$ cat config.mk
export PLATFORM = sky130hd
export DESIGN_NAME = ptat_cell
export DESIGN_NICKNAME = d
export VERILOG_FILES = /design/src/hw/rtl/assert_macros.svh /design/src/hw/rtl/ptat_pkg.sv /design/src/hw/rtl/ptat_cell.sv
export SDC_FILE = /design/constraint.sdc
export NUM_CORES = 1
export LEC_CHECK = 0
export BUFFER_PORTS_ARGS = -buffer_cell sky130_fd_sc_hd__clkbuf_2
export CAP_MARGIN = 40
export CORE_ASPECT_RATIO = 1.4
export CORE_UTILIZATION = 30
export CTS_CLUSTER_DIAMETER = 60
export DETAILED_ROUTE_END_ITERATION = 10
export HOLD_SLACK_MARGIN = 0.08
export PLACE_DENSITY = 0.53
export SYNTH_ARGS = -nofsm -noshare
export SYNTH_HDL_FRONTEND = slang
export SYNTH_SLANG_ARGS = --single-unit
export TNS_END_PERCENT = 1
$ cat constraint.sdc
create_clock -name clk -period 1.8 [get_ports clk]
set_input_delay 0.54 -clock clk [delete_from_list [all_inputs] [get_ports clk]]
set_output_delay 0.54 -clock clk [all_outputs]
set_load 0.005 [all_outputs]
$ cat src/hw/rtl/assert_macros.svh
// Assertion helpers, sampled on the rising edge of clk and disabled while arst_n is low.
`ifndef ASSERT_MACROS_SVH
`define ASSERT_MACROS_SVH

// Check that the consequent holds in the same cycle as the antecedent.
`define ASSERT_SAME(label, ante, cons, msg) \
	label: assert property (@(posedge clk) disable iff (!arst_n) (ante) |-> (cons)) \
		else $error(msg);

// Check that the consequent holds in the cycle after the antecedent.
`define ASSERT_NEXT(label, ante, cons, msg) \
	label: assert property (@(posedge clk) disable iff (!arst_n) (ante) |=> (cons)) \
		else $error(msg);

`endif

$ cat src/hw/rtl/ptat_pkg.sv
package ptat_pkg;

	// Table geometry
	localparam int ENTRIES = 64;
	localparam int IDX_W   = (ENTRIES > 1) ? $clog2(ENTRIES) : 1;

	// Field widths
	localparam int ADDR_W     = 32;
	localparam int IN_IDX_W   = 6;
	localparam int PAGE_W     = 22;
	localparam int OFFS_W     = 31;
	localparam int FRAME_W    = 32;
	localparam int OB_W       = 5;
	localparam int STATUS_W   = 2;
	localparam int S_TDATA_W  = 96;
	localparam int M_TDATA_W  = 88;

	// Offset width lower limit and reset value
	localparam logic [OB_W-1:0] MIN_OB   = 5'd10;
	localparam logic [OB_W-1:0] OB_RESET = 5'd12;

	// Item kinds
	localparam logic OP_TRANSLATE = 1'b0;
	localparam logic OP_WRITE     = 1'b1;

	// Result status codes
	localparam logic [STATUS_W-1:0] ST_OK      = 2'd0;
	localparam logic [STATUS_W-1:0] ST_MISSING = 2'd1;
	localparam logic [STATUS_W-1:0] ST_ABSENT  = 2'd2;
	localparam logic [STATUS_W-1:0] ST_WRITTEN = 2'd3;

	// Transaction travelling along the cell chain
	typedef struct packed {
		logic                valid;
		logic                write;
		logic [IN_IDX_W-1:0] idx;
		logic [PAGE_W-1:0]   page;
		logic                present;
		logic [FRAME_W-1:0]  data;       // frame for a write, page offset for a lookup
		logic                found;
		logic                hit_present;
		logic [FRAME_W-1:0]  res_frame;
	} tok_t;

	// Compare a slot index from the item with a cell position
	function automatic logic idx_match(logic [IN_IDX_W-1:0] a, logic [IDX_W-1:0] b);
		return int'(a) == int'(b);
	endfunction

endpackage

$ cat src/hw/rtl/ptat_cell.sv
module ptat_cell (
	input  logic                      clk,
	input  logic                      arst_n,
	input  logic                      adv,
	input  logic [ptat_pkg::IDX_W-1:0] position,
	input  ptat_pkg::tok_t            tok_in,
	output ptat_pkg::tok_t            tok_out
);

	logic                            slot_valid_q;
	logic [ptat_pkg::PAGE_W-1:0]     slot_page_q;
	logic                            slot_present_q;
	logic [ptat_pkg::FRAME_W-1:0]    slot_frame_q;
	ptat_pkg::tok_t                  tok_q;
	ptat_pkg::tok_t                  tok_nxt;
	logic                            hit;
	logic                            wr;

	// Match a lookup against this slot; the first match along the chain wins
	assign hit = tok_in.valid && !tok_in.write && !tok_in.found && slot_valid_q &&
		(slot_page_q == tok_in.page);
	assign wr = tok_in.valid && tok_in.write && ptat_pkg::idx_match(tok_in.idx, position);

	always_comb begin
		tok_nxt = tok_in;
		if (hit) begin
			tok_nxt.found       = 1'b1;
			tok_nxt.hit_present = slot_present_q;
			tok_nxt.res_frame   = slot_present_q ? slot_frame_q : '0;
		end
	end

	// Hand the transaction on and mark the slot valid on a write
	always_ff @(posedge clk or negedge arst_n) begin
		if (!arst_n) begin
			tok_q        <= '0;
			slot_valid_q <= 1'b0;
		end else if (adv) begin
			tok_q <= tok_nxt;
			if (wr) begin
				slot_valid_q <= 1'b1;
			end
		end
	end

	// Load the slot contents on a write
	always_ff @(posedge clk) begin
		if (adv && wr) begin
			slot_page_q    <= tok_in.page;
			slot_present_q <= tok_in.present;
			slot_frame_q   <= tok_in.data;
		end
	end

	assign tok_out = tok_q;

endmodule

; ---- Word level (Yosys, flattened, before mapping)
; Cells that the tools add are included.
[totals]
word_cells = 27
inputBits = 106
output_inout_bits = 97
ff_bits = 153
[classes]
n_eq_ne = 2
reduce_logical = 10
muxes = 2
[ops]
columns = op, count
row1 = 34-bit 2-to-1 mux, 1
row2 = 32-bit 2-to-1 mux, 1
row3 = 22-bit == test, 1
row4 = 1-bit logical AND, 7
row5 = 6-bit == test, 1
row6 = 1-bit zero test, 2
row7 = 2-bit AND reduction, 1

; ---- Depth between registers and ports, before layout
; Gate-level depths: netlist of run 1.
[depth]
ltp_word = 6
depth_mapped = 7
mapped_depth_nobuf = 5

; ---- Worst setup path after synthesis of run 1
; No wires, ideal clock.
[synth_path]
kind = input to register
start = input position[4] (netlist bit)
end = register slot_frame_q[0] (netlist bit) (enable)
setup_slack_ns = -0.931
cell_stages = 3
n_path_buf = 0
required_ns = 1.381
setup_time_ns = 0.419
arrival_ns = 2.312
cell_sequence = xor2_1 nor4_1 and3_1
[synth_via]
elab_chain_len = 3
[synth_lines]
columns = element, line_no
row1 = from (decl), ptat_cell.sv:5  ; input logic [ptat_pkg::IDX_W-1:0] position,
row2 = 6-bit == test, ptat_pkg.sv:47  ; return int'(a) == int'(b);
row3 = 1-bit logical AND, ptat_cell.sv:22  ; assign wr = tok_in.valid && tok_in.write && ptat_pkg::idx_match(tok_in.idx, position);
row4 = 1-bit logical AND, ptat_cell.sv:48  ; if (adv && wr) begin
row5 = to (signal assigned), ptat_cell.sv:51  ; slot_frame_q <= tok_in.data;
row6 = to (decl), ptat_cell.sv:13  ; logic [ptat_pkg::FRAME_W-1:0] slot_frame_q;
; Every way passes these cells.
; A chain may end at the register's enable or synchronous reset.

; ---- Worst setup path in the final report of run 1
[layout_path]
start = register slot_page_q[0] (netlist bit)
end = register tok_q (netlist bit tok_out[1])
[layout_via]
elab_chain_len = 3
[layout_lines]
columns = element, line_no
row1 = from (decl), ptat_cell.sv:11  ; logic [ptat_pkg::PAGE_W-1:0] slot_page_q;
row2 = from (signal assigned), ptat_cell.sv:49  ; slot_page_q <= tok_in.page;
row3 = 22-bit == test, ptat_cell.sv:21  ; (slot_page_q == tok_in.page);
row4 = 1-bit logical AND, ptat_cell.sv:20  ; assign hit = tok_in.valid && !tok_in.write && !tok_in.found && slot_valid_q &&
row5 = 34-bit 2-to-1 mux, ptat_cell.sv:26  ; if (hit) begin
row6 = to (signal assigned), ptat_cell.sv:39  ; tok_q <= tok_nxt;
row7 = to (decl), ptat_cell.sv:14  ; ptat_pkg::tok_t tok_q;
; Every way passes these cells.

==> results_dict.tcl, run 1 <==
set metrics [dict create \
    min-delay-path-class "primary input to register" \
    netlist.area_leader.share_pct 37.2 \
    power-per-cell-area_nw_per_um2 980 \
    synthDistinctLibCells 27 \
    critPathArrivalTime_ns 2.04 \
    final_total_pwr_mw 8.53 \
    cap_violations 0 \
    die-height_um 177 \
    post_synthesis_instance_total 498 \
    final_max_slew_viol_count 0 \
    clk_pin_slew_ns 0.06 \
    grt_pass1_vias 4713 \
    n_antenna_cell 0 \
    stdcell_count 1013 \
    tritoncts "done" \
    synth_flop_cell "dfrtp_1" \
    route.vias.total 4590 \
    worst-slew-pin-transition_ns 0.535 \
    critical_path_required_ns 2.07 \
    worstHoldStart "tok_in[61]" \
    netlist_area_um2 6600 \
    worst_slack_at_placement_ns -0.285 \
    gr-total-overflow 0 \
    die_width_um 127 \
    buffer_ports.inserted 202 \
    clockBufferDepth 2 \
    ys.warnings.count 0 \
    syn_area_per_cell_um2 13.2 \
    timing_hold_violations_final 0 \
    timing.clock.skew_ns 0.00985 \
    worstPathCellList "xnor2_1 -> nand4_1 -> nor4_4 -> and3_4 -> buf_12 -> o221ai_1" \
    cpLargestDelayFamily "simple AND/OR/NAND/NOR gates" \
    drt_pre_antenna_iters 4 \
    synth-seq-area-share_pct 62.2 \
    flow.area_growth_from_synthesis_pct 32.0 \
    hold_slack_ns 0.328 \
    list_of_most_frequent_post_synthesis_cells "dfrtp_1 (98), nand3_1 (65), mux2_1 (62), edfxtp_1 (55), nand2_1 (35)" \
    synth_edf_count 55 \
    worstSetupStartpoint "slot_page_q[0]" \
    drive_above_1_share_pct 40.5 \
    final_nets 814 \
    cts_num_sinks 153 \
    setup_viol 0 \
    slew-limit-headroom_pct 64.3 \
    dieArea_um2 22600 \
    post-route-min-period_ns 1.78 \
    outcome "completed" \
    fin_area_um2 8710 \
    initialDrtViolationCount 195 \
    postSynthNetCount 604 \
    initial_core_util_pct 30.9 \
    globalRouteTotalUtil_pct 14.8 \
    dp.cells 980 \
    post-route-util_pct 40.8 \
    number_of_standard_cell_rows_in_the_floorplan 63 \
    p_leak_nw 3.68 \
    instance_area_after_placement_um2 8070 \
    regToRegStartpoint "slot_page_q[0]" \
    number_of_post_cts_setup_repair_buffers 0 \
    wl_per_cell_um 15.8 \
    max-vdd-ir-drop_uv 518 \
    floorplan.io_pins 203 \
    clock_tree.root_cell "clkbuf_16" \
    post-route-drc-count 0 \
    finalSetupTns_ns 0 \
    antenna_found_initial 0 \
    most_used_standard_cell_by_instance_count_after_synthesis "dfrtp_1" \
    unrepaired_setup_endpoints_after_global_routing "true" \
    clkLatencyLatePin_ns 0.42 \
    maximum_number_of_pins_on_one_net_before_global_route_repair 102 \
    yosys.area.top_type "dfrtp_1" \
    async_reset_ff_share_pct 64.1 \
    standard_cell_core_area_um2 21400 \
    fill_cells 2100 \
    worst-setup-path-type "register to register" \
    final_antenna_net_count 0 \
    detail_route.vias_per_cell 4.53 \
    ys_top_cells_by_area "dfrtp_1 (37%), edfxtp_1 (25%), mux2_1 (11%), o221ai_2 (6.8%), nand3_1 (4.9%)" \
    gp_congestion 0.743 \
    start_kind "register" \
    routed_wl_um 16000 \
    period_share_pct 98.7 \
    critical_path.n_buffers_inverters 1 \
    worst_path_max_delay_cell "edfxtp_1" \
    h-tree-depth 4 \
    synth.ff_latch_count 153 \
    postLayoutSetupSlackWorst_ns 0.0228 \
    timing.fmax_mhz 563 \
    cp-end-kind "register" \
    path_max_fanout 22 \
    dpl.hpwl_um 12000 \
    cts_buf_count 17 \
    grt_first_pass_wirelength_um 25300 \
    max_stage_delay_ns 0.39 \
]
-- kinds of logic (layout without fill, tap and decap cells) --
group,Yosys count,after routing,share of synthesized area [%]
DFF,153,153,62.2
and+or+nand+nor,148,148,11.1
buffers and inverters,71,294,4.93
muxes,62,62,10.6
AOI/OAI and AO/OA,36,36,7.47
xor gates and xnor gates,28,28,3.72
-- placed cells by master, fill, tap and decap left out, types with 17 or more instances in the layout --
cell / instances
clkbuf_16: 17
o221ai_2: 30
nor3_1: 33
xnor2_1: 19
edfxtp_1: 55
dfrtp_1: 98
mux2_1: 62
nand3_1: 65
nand2_1: 35
clkbuf_2: 200
buf_4: 19
inv_1: 33
-- layer usage --
metal  global-route usage (%)  vias to the layer above  wire length, µm
met5                        0                        -                0
met4                     5.90                        0              254
met3                     4.49                       17              980
met2                     24.5                      126             8080
met1                     17.8                     2229             6680
li1                         -                     2218                -
-- registers in the layout, indices dropped and copies added (netlist names) --
signal and cells:
slot_frame_q 32, slot_valid_q 1, slot_present_q 1, tok_out 97, slot_page_q 22
-- final cells by class --
class | count | area, µm² | area share [%]
sequential | 153 | 4100 | 47.1
multi-input combinational | 274 | 2180 | 25.0
timing repair buffer | 229 | 1320 | 15.1
clock buffer | 20 | 457 | 5.25
tap | 292 | 365 | 4.20
clock inverter | 12 | 161 | 1.85
inverter | 33 | 124 | 1.42
-- path summary, 6_finish.rpt --
| check | endpoint | slack (ns) | depth (start not counted) |
|---|---|---|---|
| setup / recovery | tok_out[1] | 0.02 | 6 |
| hold reg to reg | slot_valid_q | 0.46 | 1 |
| hold / removal | slot_frame_q[27] | 0.33 | 1 |
| max in group asynchronous | tok_out[89] | 0.62 | 3 |
| setup reg to reg | tok_out[1] | 0.02 | 6 |
| min in group asynchronous | tok_out[78] | 0.57 | 2 |
-- worst reg2reg max path: stages, from the launching register on --
cell and delay [ns]:
edfxtp_1 0.39, xnor2_1 0.17, nand4_1 0.19, nor4_4 0.24, and3_4 0.28, buf_12 0.19, o221ai_1 0.17
-- what timing repair did --
| action | 4_1_cts | 5_1_grt |
|---|---|---|
| endpoints found under the setup margin | 4 | 34 |
| gates resized for setup | 1 | 1 |
| pin swaps | 0 | 1 |
| hold buffers | 1 | 0 |
| hold endpoints to repair | 21 | 0 |
-- power by group --
| group | switching, mW | internal (mW) | total (mW) | leakage (nW) |
|---|---|---|---|---|
| clock network | 1.43 | 2.27 | 3.71 | 0.296 |
| logic | 0.440 | 0.444 | 0.884 | 1.73 |
| registers | 0.114 | 3.83 | 3.94 | 1.66 |
No activity file was read; power rests on OpenSTA's default activity.
==> run 2, diff against run 1 <==
--- a/config.mk
+++ b/config.mk
@@ -7,12 +7,12 @@
 export LEC_CHECK = 0
 export BUFFER_PORTS_ARGS = -buffer_cell sky130_fd_sc_hd__clkbuf_2
 export CAP_MARGIN = 40
-export CORE_ASPECT_RATIO = 1.4
-export CORE_UTILIZATION = 30
+export CORE_ASPECT_RATIO = 0.6
+export CORE_UTILIZATION = 45
 export CTS_CLUSTER_DIAMETER = 60
 export DETAILED_ROUTE_END_ITERATION = 10
 export HOLD_SLACK_MARGIN = 0.08
-export PLACE_DENSITY = 0.53
+export PLACE_DENSITY = 0.73
 export SYNTH_ARGS = -nofsm -noshare
 export SYNTH_HDL_FRONTEND = slang
 export SYNTH_SLANG_ARGS = --single-unit
==> run 2 against run 1 <==
Hold slack worse by 0.0020 ns. Fmax is 2.7% higher. Clock skew rose by 0.00099 ns. Flip-flop and latch count unchanged. Via count up 3.4%. Setup slack better by 0.046 ns. Register-to-register slack improved by 0.05 ns. Global-route usage up 6.9 points. Combinational power about the same. Cell area shrank 0.66%. Critical endpoint unchanged.
==> results_dict.tcl, run 2 (same netlist as run 1, synthesis figures left out) <==
set metrics [dict create \
    h-tree-depth 4 \
    final_total_pwr_mw 8.53 \
    fill_cells 1112 \
    path_max_fanout 14 \
    routed_wl_um 15600 \
    start_kind "register" \
    n_antenna_cell 0 \
    flow.area_growth_from_synthesis_pct 31.1 \
    maximum_number_of_pins_on_one_net_before_global_route_repair 49 \
    antenna_found_initial 0 \
    final_antenna_net_count 0 \
    cts_buf_count 17 \
    dpl.hpwl_um 11500 \
    critPathArrivalTime_ns 1.99 \
    post-route-drc-count 0 \
    clock_tree.root_cell "clkbuf_16" \
    cap_violations 0 \
    gr-total-overflow 0 \
    initialDrtViolationCount 210 \
    grt_first_pass_wirelength_um 24600 \
    period_share_pct 96.2 \
    layout.cells.most_common_list "clkbuf_2 (200), dfrtp_1 (98), nand3_1 (65), mux2_1 (62), edfxtp_1 (55)" \
    timing.clock.skew_ns 0.0108 \
    power-per-cell-area_nw_per_um2 986 \
    drive_above_1_share_pct 40.5 \
    number_of_standard_cell_rows_in_the_floorplan 33 \
    number_of_post_cts_setup_repair_buffers 0 \
    worst-slew-pin-transition_ns 0.372 \
    min-delay-path-class "primary input to register" \
    slew-limit-headroom_pct 75.2 \
    p_leak_nw 3.70 \
    final_max_slew_viol_count 0 \
    critical_path_required_ns 2.06 \
    stdcell_count 915 \
    final_nets 817 \
    die-height_um 95.8 \
    timing.fmax_mhz 578 \
    cts_num_sinks 153 \
    gp_congestion 0.788 \
    globalRouteTotalUtil_pct 21.6 \
    tritoncts "done" \
    standard_cell_core_area_um2 14000 \
    unrepaired_setup_endpoints_after_global_routing "true" \
    grt_pass1_vias 4787 \
    layout.cells.most_common "clkbuf_2" \
    setup_viol 0 \
    wl_per_cell_um 17.1 \
    outcome "completed" \
    dp.cells 883 \
    buffer_ports.inserted 202 \
    dieArea_um2 15200 \
    die_width_um 158 \
    floorplan.io_pins 203 \
    hold_slack_ns 0.326 \
    worst-setup-path-type "register to register" \
    cp-end-kind "register" \
    clk_pin_slew_ns 0.06 \
    finalSetupTns_ns 0 \
    max-vdd-ir-drop_uv 508 \
    detail_route.vias_per_cell 5.19 \
    clkLatencyLatePin_ns 0.40 \
    drt_pre_antenna_iters 4 \
    timing_hold_violations_final 0 \
    clockBufferDepth 2 \
    initial_core_util_pct 47.3 \
    post-route-min-period_ns 1.73 \
    largest_register_ff_count 97 \
    route.vias.total 4747 \
]
## run 2: cell count changes in the layout (fill, tap and decap cells not counted), sizes merged
| cell | before | now |
|---|---|---|
| buf | 28 | 31 |
| bufinv | 3 | 4 |
| inv | 37 | 35 |
## run 2: where the power goes
part           leakage [nW]  internal [mW]  switching [mW]  total (mW)
Combinational          1.75          0.450           0.437       0.887
Clock                 0.291           2.32            1.37        3.69
Sequential             1.66           3.83           0.120        3.95
## run 2: worst max-delay path, cell delays in order (launching register included)
cell and delay (ns):
edfxtp_1 0.38, xnor2_1 0.17, nand4_1 0.16, nor4_4 0.27
and3_4 0.30, buf_12 0.16, o221ai_1 0.13
## run 2: worst paths after layout
kind | from | end | slack [ns] | cells after the start
hold / removal | tok_in[48] | slot_frame_q[14] | 0.33 | 1
setup reg to reg | slot_page_q[3] | tok_out[1] | 0.07 | 6
hold reg to reg | slot_valid_q | slot_valid_q | 0.47 | 1
max in group asynchronous | arst_n | tok_out[36] | 0.69 | 3
setup / recovery | slot_page_q[3] | tok_out[1] | 0.07 | 6
min in group asynchronous | arst_n | tok_out[68] | 0.53 | 2
## run 2: area by class of cell
type | instances | area (µm²) | area share [%]
Clock buffer | 20 | 437 | 5.05
Clock inverter | 11 | 171 | 1.98
Inverter | 33 | 124 | 1.43
Multi-Input combinational cell | 274 | 2180 | 25.2
Sequential cell | 153 | 4100 | 47.5
Tap cell | 192 | 240 | 2.78
Timing Repair Buffer | 232 | 1390 | 16.1
## run 2: layer usage
metal | up-vias | routed length [µm] | track usage (%)
li1 | 2228 | - | -
met1 | 2328 | 7290 | 29.2
met2 | 180 | 7180 | 34.9
met3 | 11 | 1050 | 5.90
met4 | 0 | 110 | 5.45
met5 | - | 0 | 0
## run 2: per-stage QoR
step | setup WS [ns] | util [%] | instance area, µm²
CTS | 0.0278 | 61.9 | 8640
global route | -0.0335 | 62.0 | 8650
finish | 0.0689 | 62.0 | 8650
floorplan | -0.0816 | - | 6600
global placement | -0.191 | 57.5 | 8020
detailed placement | -0.224 | 57.5 | 8020
## run 2: what timing repair did
action,in CTS,in global routing
hold endpoints to repair,11,0
setup endpoints to repair,0,31
hold buffers,1,0
resized for setup,0,2
==> run 3, diff against run 2 <==
--- a/config.mk
+++ b/config.mk
@@ -12,7 +12,7 @@
 export CTS_CLUSTER_DIAMETER = 60
 export DETAILED_ROUTE_END_ITERATION = 10
 export HOLD_SLACK_MARGIN = 0.08
-export PLACE_DENSITY = 0.73
+export PLACE_DENSITY_LB_ADDON = 0.2
 export SYNTH_ARGS = -nofsm -noshare
 export SYNTH_HDL_FRONTEND = slang
 export SYNTH_SLANG_ARGS = --single-unit
==> run 3 against run 2 <==
Cell count is 0.33% higher. Die area unchanged. Non-clock buffer count is 2 higher. Clock power decreased by 4%. Register-to-register slack got worse by 0.05 ns. Flip-flop and latch count is the same. Critical path type unchanged. Critical endpoint is now tok_out[0].
==> results_dict.tcl, run 3 (same netlist as run 1, synthesis figures left out) <==
set metrics [dict create \
    grt_first_pass_wirelength_um 24600 \
    p_leak_nw 3.68 \
    power-per-cell-area_nw_per_um2 973 \
    globalRouteTotalUtil_pct 21.8 \
    ff2ff_setup_slack_ns 0.02 \
    wl_per_cell_um 16.8 \
    n_antenna_cell 0 \
    antenna_found_initial 0 \
    worst_hold_path.endpoint "slot_frame_q[11]" \
    layout.area.seq_um2 4100 \
    drive_above_1_share_pct 41.0 \
    cp-end-kind "register" \
    start_kind "register" \
    clock_tree.root_cell "clkbuf_16" \
    cap_violations 0 \
    post-route-drc-count 0 \
    standard_cell_core_area_um2 14000 \
    maximum_number_of_pins_on_one_net_before_global_route_repair 58 \
    floorplan.io_pins 203 \
    detail_route.vias_per_cell 5.12 \
    initialDrtViolationCount 329 \
    multiInputGateArea_um2 2190 \
    clk_pin_slew_ns 0.06 \
    worst-setup-path-type "register to register" \
    worst_slack_at_placement_ns -0.243 \
    timing_hold_violations_final 0 \
    unrepaired_setup_endpoints_after_global_routing "true" \
    max-vdd-ir-drop_uv 531 \
    timing.fmax_mhz 562 \
    dpl.hpwl_um 11000 \
    r2r-end "tok_out[0]" \
    buffer_ports.inserted 202 \
    layout.cells.most_common "clkbuf_2" \
    route.vias.total 4696 \
    worst-slew-pin-transition_ns 0.366 \
    dieArea_um2 15200 \
    cts_buf_count 17 \
    gr-total-overflow 0 \
    final_max_slew_viol_count 0 \
    fill_cells 1116 \
    grt_pass1_vias 4751 \
    die_width_um 158 \
    final_antenna_net_count 0 \
    initial_core_util_pct 47.3 \
    post-route-min-period_ns 1.78 \
    min-delay-path-class "primary input to register" \
    number_of_post_cts_setup_repair_buffers 0 \
    worstHoldStart "tok_in[45]" \
    h-tree-depth 4 \
    routed_wl_um 15400 \
    tritoncts "done" \
    clkLatencyLatePin_ns 0.41 \
    critical_path_required_ns 2.07 \
    drt_pre_antenna_iters 4 \
    cts_num_sinks 153 \
    regToRegStartpoint "slot_page_q[0]" \
    flow.area_growth_from_synthesis_pct 30.6 \
    layout.cells.most_common_list "clkbuf_2 (200), dfrtp_1 (98), nand3_1 (65), mux2_1 (62), edfxtp_1 (55)" \
    path_max_fanout 15 \
    worstHoldPathCells 1 \
    number_of_standard_cell_rows_in_the_floorplan 33 \
    clockBufferDepth 2 \
    post-route-util_pct 61.7 \
    outcome "completed" \
    die-height_um 95.8 \
    final_nets 819 \
    worstRegToRegCells 6 \
    slew-limit-headroom_pct 75.4 \
    period_share_pct 98.9 \
    setup_viol 0 \
    critPathArrivalTime_ns 2.05 \
    postLayoutSetupSlackWorst_ns 0.0207 \
    timing.clock.skew_ns 0.00958 \
    gp_congestion 0.785 \
    largest_register_ff_count 97 \
]
-- run 3: final cells by class --
| class | count | area share (%) |
|---|---|---|
| clock buffers | 20 | 5.19 |
| inverters | 33 | 1.44 |
| multi-input cells | 274 | 25.4 |
| clock inverters | 12 | 1.64 |
| repair buffers | 234 | 15.9 |
| flip-flops and latches | 153 | 47.6 |
| well taps | 192 | 2.79 |
-- run 3: critical path: stages, from the launching register on --
cell	delay (ns)
edfxtp_1	0.42
xnor2_2	0.15
nand4_1	0.15
nor4_4	0.30
and3_4	0.31
buf_12	0.17
o221ai_1	0.13
-- run 3: how the worst max path moves through the flow --
stage,start,to,cells past startpoint
after detailed placement,tok_in[67],tok_out[32],7
after global routing,slot_page_q[0],tok_out[0],6
final,slot_page_q[0],tok_out[0],6
after floorplan,position[0],slot_frame_q[0],3
after global placement,tok_in[70],tok_out[32],7
after CTS,slot_page_q[0],tok_out[32],6
-- run 3: per-layer routing --
metal	part of all wire, %	global-route usage [%]	up-vias	routed length, µm
met4	1.1	7.37	0	174
met3	5.5	4.73	14	852
met2	46	34.4	151	7160
met1	47	30.1	2301	7260
met5	0	0	-	0
li1	-	-	2230	-
-- run 3: what timing repair did --
item                       CTS  global route
setup endpoints to repair    3            34
hold endpoints to repair     5             0
pin swaps                    0            15
gates resized for setup      0             3
hold buffers                 1             0
-- run 3: power breakdown --
group | internal, mW | leakage (nW) | switching (mW)
Clock | 2.10 | 0.270 | 1.44
Sequential | 3.83 | 1.66 | 0.120
Combinational | 0.455 | 1.76 | 0.434
-- run 3: metrics by stage --
stage                     cells  setup TNS, ns  instance area [µm²]  power (mW)  hold WS, ns
after detailed placement    885          -9.90                 8000        4.91        0.373
after floorplan             498          -5.33                 6600        4.36        0.244
after global routing        918          -1.81                 8610        8.75        0.300
after global placement      885         -10.73                 8000        4.87        0.374
after CTS                   918        -0.0147                 8600        8.47        0.306
final                       918              0                 8610        8.38        0.324
